File: src/hw/rtl/ocg_pkg.sv
`timescale 1ns / 1ps

package ocg_pkg;

  // Storage depth and derived widths
  localparam int MAX_PENDING = 16;
  localparam int TICKET_W    = 64;
  localparam int CNT_W       = $clog2(MAX_PENDING + 1);
  localparam int IDX_W       = $clog2(MAX_PENDING);
  localparam int COUNT_OUT_W = 5;

  // Operation codes
  typedef enum logic [1:0] {
    FN_ISSUE  = 2'd0,
    FN_RETIRE = 2'd1,
    FN_CHECK  = 2'd2
  } func_t;

  // Result status codes
  typedef enum logic [1:0] {
    STAT_OK          = 2'd0,
    STAT_ORDER       = 2'd1,
    STAT_FULL        = 2'd2,
    STAT_NOT_PENDING = 2'd3
  } status_t;

  // Sequencer states
  typedef enum logic [1:0] {
    S_IDLE,
    S_CMP,
    S_UPD,
    S_OUT
  } state_t;

  // Controls broadcast to every cell of the chain
  typedef struct packed {
    logic cmp_en;
    logic shift_en;
    logic load_en;
  } cell_ctl_t;

endpackage

File: src/hw/rtl/ocg_cell.sv
`timescale 1ns / 1ps

module ocg_cell import ocg_pkg::*; (
  input  logic                clk,
  input  cell_ctl_t           ctl,
  input  logic                in_use,
  input  logic                load_here,
  input  logic [TICKET_W-1:0] ticket_in,
  input  logic [TICKET_W-1:0] right_val,
  input  logic                hit_in,
  output logic [TICKET_W-1:0] value,
  output logic                hit_out,
  output logic                eq_now,
  output logic                lt
);

  logic eq;

  // Compare the held ticket against the transaction's ticket
  assign eq_now = (value == ticket_in);

  always_ff @(posedge clk) begin
    if (ctl.cmp_en) begin
      eq <= eq_now & in_use;
      lt <= (value < ticket_in);
    end
  end

  // Match seen at this cell or any older one: this cell takes its neighbor's value
  assign hit_out = hit_in | eq;

  // Slot update: close the gap on retire, append on issue
  always_ff @(posedge clk) begin
    if (ctl.shift_en && hit_out) begin
      value <= right_val;
    end else if (ctl.load_en && load_here) begin
      value <= ticket_in;
    end
  end

endmodule

File: src/hw/rtl/ordered_commit_gate_top.sv
`timescale 1ns / 1ps

// Ordered commit gate: holds up to MAX_PENDING ticket numbers oldest first in a
// chain of cells. Issue appends a ticket that must exceed the tail, retire removes
// a ticket anywhere and closes the gap, check changes nothing; each transaction
// returns one result with status, head ticket, whether the input ticket is at the
// head, and the pending count. After acceptance an item passes through the states
// S_CMP, where every cell compares its slot with the ticket, S_UPD, where the cells
// shift or load, and S_OUT, where the result is formed from the new head and loaded
// into the output register. The next item is accepted in S_OUT when the output
// register is free, so the block takes no new item until the last one reaches
// S_OUT; a held output register stalls the input until it is taken.

module ordered_commit_gate_top import ocg_pkg::*; (
  input  logic                   clk,
  input  logic                   rst,
  input  logic                   in_valid,
  output logic                   in_ready,
  input  logic [1:0]             func,
  input  logic [TICKET_W-1:0]    ticket,
  output logic                   out_valid,
  input  logic                   out_ready,
  output logic [1:0]             status,
  output logic                   ticket_at_head,
  output logic                   head_valid,
  output logic [TICKET_W-1:0]    head_ticket,
  output logic [COUNT_OUT_W-1:0] pending_count
);

  state_t              state, state_next;
  logic [1:0]          func_r;
  logic [TICKET_W-1:0] ticket_r;
  logic [CNT_W-1:0]    count;
  logic [CNT_W-1:0]    count_next;
  logic [1:0]          status_r;
  logic [1:0]          status_next;

  cell_ctl_t           ctl;
  logic                in_acc;
  logic                out_load;
  logic                out_free;
  logic                full;
  logic                tail_lt;
  logic [CNT_W-1:0]    cnt_dec;

  logic [TICKET_W-1:0] vals   [MAX_PENDING];
  logic [MAX_PENDING:0] hit;
  logic [MAX_PENDING-1:0] eq_now;
  logic [MAX_PENDING-1:0] lt_vec;

  assign in_acc   = in_valid & in_ready;
  assign out_free = ~out_valid | out_ready;

  // Chain of slot cells, oldest at cell 0
  assign hit[0] = 1'b0;
  for (genvar i = 0; i < MAX_PENDING; i++) begin : g_cell
    logic [TICKET_W-1:0] right_val;
    if (i == MAX_PENDING - 1) begin : g_last
      assign right_val = '0;
    end else begin : g_mid
      assign right_val = vals[i+1];
    end

    ocg_cell u_cell (
      .clk       (clk),
      .ctl       (ctl),
      .in_use    (CNT_W'(i) < count),
      .load_here (count == CNT_W'(i)),
      .ticket_in (ticket_r),
      .right_val (right_val),
      .hit_in    (hit[i]),
      .value     (vals[i]),
      .hit_out   (hit[i+1]),
      .eq_now    (eq_now[i]),
      .lt        (lt_vec[i])
    );
  end

  // Tail order test and fullness
  assign cnt_dec = count - CNT_W'(1);
  assign tail_lt = lt_vec[cnt_dec[IDX_W-1:0]];
  assign full    = (count == CNT_W'(MAX_PENDING));

  // Next state
  always_comb begin
    state_next = state;
    case (state)
      S_IDLE: if (in_acc) state_next = S_CMP;
      S_CMP:  state_next = S_UPD;
      S_UPD:  state_next = S_OUT;
      S_OUT: begin
        if (out_free) begin
          state_next = in_acc ? S_CMP : S_IDLE;
        end
      end
      default: state_next = S_IDLE;
    endcase
  end

  // Sequencer outputs and update decision
  always_comb begin
    in_ready     = 1'b0;
    out_load     = 1'b0;
    ctl          = '0;
    status_next  = STAT_OK;
    count_next   = count;
    case (state)
      S_IDLE: in_ready = 1'b1;
      S_CMP:  ctl.cmp_en = 1'b1;
      S_UPD: begin
        case (func_r)
          FN_ISSUE: begin
            if (full) begin
              status_next = STAT_FULL;
            end else if (count != '0 && !tail_lt) begin
              status_next = STAT_ORDER;
            end else begin
              ctl.load_en = 1'b1;
              count_next  = count + CNT_W'(1);
            end
          end
          FN_RETIRE: begin
            if (!hit[MAX_PENDING]) begin
              status_next = STAT_NOT_PENDING;
            end else begin
              ctl.shift_en = 1'b1;
              count_next   = cnt_dec;
            end
          end
          default: status_next = STAT_OK;
        endcase
      end
      S_OUT: begin
        out_load = out_free;
        in_ready = out_free;
      end
      default: in_ready = 1'b0;
    endcase
  end

  // Control registers
  always_ff @(posedge clk) begin
    if (rst) begin
      state     <= S_IDLE;
      count     <= '0;
      out_valid <= 1'b0;
    end else begin
      state <= state_next;
      if (state == S_UPD) begin
        count <= count_next;
      end
      if (out_load) begin
        out_valid <= 1'b1;
      end else if (out_ready) begin
        out_valid <= 1'b0;
      end
    end
  end

  // Transaction and result payload registers
  always_ff @(posedge clk) begin
    if (in_acc) begin
      func_r   <= func;
      ticket_r <= ticket;
    end
    if (state == S_UPD) begin
      status_r <= status_next;
    end
    if (out_load) begin
      status         <= status_r;
      ticket_at_head <= (count != '0) & eq_now[0];
      head_valid     <= (count != '0);
      head_ticket    <= (count != '0) ? vals[0] : '0;
      pending_count  <= COUNT_OUT_W'(count);
    end
  end

endmodule

File: config.mk
export PLATFORM = sky130hd
export DESIGN_NAME = ordered_commit_gate_top
export DESIGN_NICKNAME = d
export VERILOG_FILES = /design/src/hw/rtl/ocg_pkg.sv /design/src/hw/rtl/ocg_cell.sv /design/src/hw/rtl/ordered_commit_gate_top.sv
export SDC_FILE = /design/constraint.sdc
export NUM_CORES = 2
export LEC_CHECK = 0
export ABC_AREA = 1
export BUFFER_PORTS_ARGS = -buffer_cell sky130_fd_sc_hd__buf_4
export CAP_MARGIN = 20
export CORE_ASPECT_RATIO = 1.25
export CORE_MARGIN = 5
export CORE_UTILIZATION = 55
export CTS_BUF_LIST = sky130_fd_sc_hd__clkbuf_2
export DETAILED_ROUTE_END_ITERATION = 10
export GPL_TIMING_DRIVEN = 0
export HOLD_SLACK_MARGIN = 0.15
export PLACE_DENSITY = 0.7
export SLEW_MARGIN = 0
export SYNTH_ARGS = -nofsm -noshare
export SYNTH_HDL_FRONTEND = slang
export SYNTH_HIERARCHICAL = 1
export SYNTH_SLANG_ARGS = --single-unit
File: constraint.sdc
create_clock -name clk -period 6.3 [get_ports clk]
set_clock_uncertainty 0.15 [all_clocks]
set_input_delay 1.26 -clock clk [delete_from_list [all_inputs] [get_ports clk]]
set_output_delay 1.26 -clock clk [all_outputs]
set_load 0.02 [all_outputs]
* Word level (Yosys, flattened, before mapping)
Cells that the tools add are included. Widths: inputs -> output; s select.
Cells by class: add/subtract/negate cells 2, order comparisons 33, equal/unequal tests 41, multiplexer cells 55, bitwise operators 35, reduce and logical (&&, ||, !) cells 57
Operators by type and width (count):
- $mux 64 | 30
- $eq 64x64->1 | 16
- $lt 64x64->1 | 16
- $eq 5x4->1 const B | 8
- $lt 4x5->1 const A | 8
- $reduce_bool 2->1 | 17
- $logic_and 1x1->1 | 33
- $eq 5x3->1 const B | 4
- $lt 3x5->1 const A | 4
- $and 1x1->1 | 18
- $or 1x1->1 | 16
- $mux 5 | 3
- $mux 1 | 12
- $eq 5x2->1 const B | 2
- $lt 1x5->1 const A | 2
- $lt 2x5->1 const A | 2
- $mux 2 | 5
- $pmux 5 s2 | 1
- $ne 2x2->1 const B | 4
- $pmux 2 s4 | 1
- $add 5x1->5 const B | 1
- $eq 5x1->1 const B | 1
- $eq 5x5->1 const B | 1
- $logic_not 5->1 | 1
- 14 further kinds | 17
Word-level totals: flip-flop bits (word level) 1205, input port bits 70, output and inout bits 75

* Longest topological paths before layout
depth after elaboration 21, gate-level depth with buffers 23

* By module
The synthesis kept the hierarchy.
By module, submodules not included:
- ocg_cell | instances 16, cells each 491, area an instance 4449.3 um^2, sequential area each 1981.9 um^2
- ordered_commit_gate_top | instances 1, cells each 502, area an instance 5977.0 um^2, sequential area each 4394.2 um^2

* Worst setup path after synthesis
OpenSTA, ideal clock, no wires.
path kind input port to flip-flop, start in out_ready, end reg func_r[0] (enable), setup time 0.420 ns, arrival time 6.412 ns, required time 5.730 ns, path slack -0.682 ns, stages 8, path buffers 0, cells stage by stage inv_1 -> nand2_1 -> inv_1 -> nor2_1 -> nor2_1 -> nor2_1 -> nand2_1 -> inv_1
On the way: word-level cells in the longest chain between the ends 3
Ends and longest elaborated chain:
- from (decl) | RTL line ordered_commit_gate_top.sv:22 | input logic out_ready,
- $or 1x1->1 | RTL line ordered_commit_gate_top.sv:52 | assign out_free = ~out_valid | out_ready;
- $pmux 1 s2 | RTL line ordered_commit_gate_top.sv:107 | case (state)
- named net in_ready | RTL line ordered_commit_gate_top.sv:18 | output logic in_ready,
- $and 1x1->1 | RTL line ordered_commit_gate_top.sv:51 | assign in_acc = in_valid & in_ready;
- named net in_acc | RTL line ordered_commit_gate_top.sv:39 | logic in_acc;
- to (signal assigned) | RTL line ordered_commit_gate_top.sv:163 | func_r <= func;
- to (decl) | RTL line ordered_commit_gate_top.sv:31 | logic [1:0] func_r;
The timed path passes the listed nets, and every way through them passes these cells. A chain may end at the register's enable or synchronous reset.

==> metrics.txt <==
status finished clean; most frequent CP cell or2_1; IO Port Bufs about 140; final hold vios 0; pre-CTS WS -0.183 ns; PnR worst setup slack between 0.1 and 0.15 ns; Clk pin slew, worst setup/hold paths about 0.10 ns; Design Power between 20 and 30 mW; Initial Util 0.554; Fin Hold WS 0.316 ns; Worst R2R Setup Slack between 0.1 and 0.15 ns; fmax ~0.16 GHz; Multi-input gate area 34500 sq um; reg2reg end g_cell[6].u_cell/value[27]; GRT Util Overall 0.241; core area 139000 sq um; crit path time final between 6 and 7 ns; crit-path max FO 43; post-route insts no fill around 11000; VDD IR-drop max 0.200 mV; gr ovfl total 0; clk_lat worst skew ~1.8 ns; number of top-level pins roughly 150; delay-heaviest family, CP simple AND/OR/NAND/NOR gates; CP Cell Sequence or2_1 -> or2_1 -> or2_1 -> or2_1 -> or2_1 -> or2_1 -> or2_1 -> or2_1 -> or2_1 -> or2_1 -> or2_1 -> or2_1 -> or2_1 -> or2_1 -> or2_1 -> or2_1 -> inv_1 -> nor2_1 -> buf_6 -> nand2_1 -> buf_4 -> nand2_8 -> buf_12; Setup CP Type reg -> reg; share of layout cells above drive strength 1 0.122; Critical Path RT 7.54 ns; Setup crit start g_cell[0].u_cell/eq; # nets final 10100; Critical path buffers and inverters 4; Cell Rows between 150 and 200; DR iter-0 viols 3112; total CTS buffers 325; post-layout util 0.614; maxcap violations 0; vias in the first global route between 50000 and 60000; # H-tree levels 5; setup bufs post-CTS 0; worst min-delay path class reg -> reg; CTS sink count around 1200; Avg WL per Cell around 16 um; routed vias ~57000; crit-path max cell delay approximately 0.37 ns; DR pass1 iterations 6; routed vias/inst slightly above 5; Least-Margin Pin Slew approximately 1.2 ns; final max-slew violation count 0; Mapped Cells about 8300; largest net degree at the start of global routing 44; die width ~340 um; PD cells 336 nW/um^2; Reg-to-Reg Start g_cell[0].u_cell/eq; DIE HEIGHT 429 um; crit path capture g_cell[6].u_cell/value[27]; Critical Path AT roughly 7.4 ns; Inst Count DP 10400; CP max-delay cell edfxtp_1; fill cell count between 10000 and 15000; Post-Route WL 179000 um; gp weighted congestion 0.919; FF/Latch Area ~36000 sq um; unrepaired setup endpoints after global routing false; Netlist Area Pre-Place between 70000 and 80000 sq um; startpoint types flip-flop; Layout area overhead 10.8%; die area ~150000 sq um; Crit. path cell count 23; first-pass GRT wire length 286000 um; Final HPWL DP ~140000 um; Rel. slew slack 0.186; Pleak between 40 and 50 nW; Ys Warns 6; Clock Path Buffers 4; Critical Path End Type flip-flop; initial antenna violation count 3; final cycle utilization of the critical path 0.977; CTS tree built; Placed Area a little over 80000 sq um; Antenna Nets Post-Route 0; syn avg cell area approximately 9 sq um; R2R depth 23; drt drc 0; Design Area, Final ~85000 sq um; Total Neg Setup Slack 0 ns; Final setup viols 0; root buf cell clkbuf_2
==> state kept, by name, summed over array words and instances, names as in the netlist <==
signal / count
out_valid: 1
count: 5
g_cell.u_cell/eq: 16
state: 2
pending_count: 5
ticket_r: 64
ticket_at_head: 1
g_cell.u_cell/lt: 16
g_cell.u_cell/value: 1024
head_valid: 1
status: 2
status_r: 2
func_r: 2
head_ticket: 64
==> layer usage <==
metal  track usage  wire length [um]  vias to the layer above
li1              -                 -                    29500
met5             0                 0                        -
met2         0.437             91200                     1341
met3        0.0391              8150                      466
met4         0.138             11100                        0
met1         0.265             68900                    26100
==> what timing repair did <==
action / CTS / global route
hold buffers: 138 / 0
hold endpoints to repair: 175 / 0
gates resized for setup: 23 / 14
endpoints found under the setup margin: 666 / 644
==> worst min-delay path by stage <==
stage                 from        end  slack [ns]  cells past startpoint
2_1_floorplan  status_r[0]  status[0]        0.25                      0
3_3_place_gp   status_r[0]  status[0]        0.26                      0
3_5_place_dp   status_r[0]  status[0]        0.27                      0
4_1_cts           in_valid   state[0]        0.25                      6
5_1_grt        status_r[0]  status[0]        0.33                      0
6_report       status_r[0]  status[0]        0.32                      0
==> worst register-to-register path, cell delays in order (launching register included) <==
cell      delay, ns
edfxtp_1       0.37
or2_1          0.24
or2_1          0.23
or2_1          0.23
or2_1          0.24
or2_1          0.24
or2_1          0.25
or2_1          0.25
or2_1          0.24
or2_1          0.25
or2_1          0.25
or2_1          0.25
or2_1          0.25
or2_1          0.25
or2_1          0.24
or2_1          0.23
or2_1          0.33
inv_1          0.09
nor2_1         0.17
buf_6          0.21
nand2_1        0.11
buf_4          0.30
nand2_8        0.20
buf_12         0.23
==> power breakdown <==
group          total, mW  internal [mW]  switching, mW  leakage (nW)
Clock               5.21           2.01           3.20          2.12
Combinational       11.3           4.25           7.04          27.2
Sequential          12.2           10.8           1.37          10.9
Total               28.7           17.1           11.6          40.3
==> final cells by class <==
| class | instances | area share |
|---|---|---|
| tap | 1860 | 0.0272 |
| clock inverter | 69 | 0.00353 |
| clock buffer | 470 | 0.0275 |
| buffer | 221 | 0.0220 |
| timing repair buffer | 303 | 0.0337 |
| inverter | 1349 | 0.0593 |
| sequential | 1205 | 0.423 |
| antenna | 9 | 0.000264 |
| multi-input combinational | 5616 | 0.404 |
==> cell usage in the layout (no fill, tap or decap), types with 65 or more instances in the layout <==
cell type         n
edfxtp_1       1197
conb_1           65
buf_6           120
clkbuf_2        470
nand2_2          80
buf_2            88
inv_1          1344
dlygate4sd3_1   138
nand2_1        1064
buf_4           156
nor2_1         1365
a21oi_1        1478
ha_1           1032
o21ai_0          93
Power figures use the tool's default switching activity.
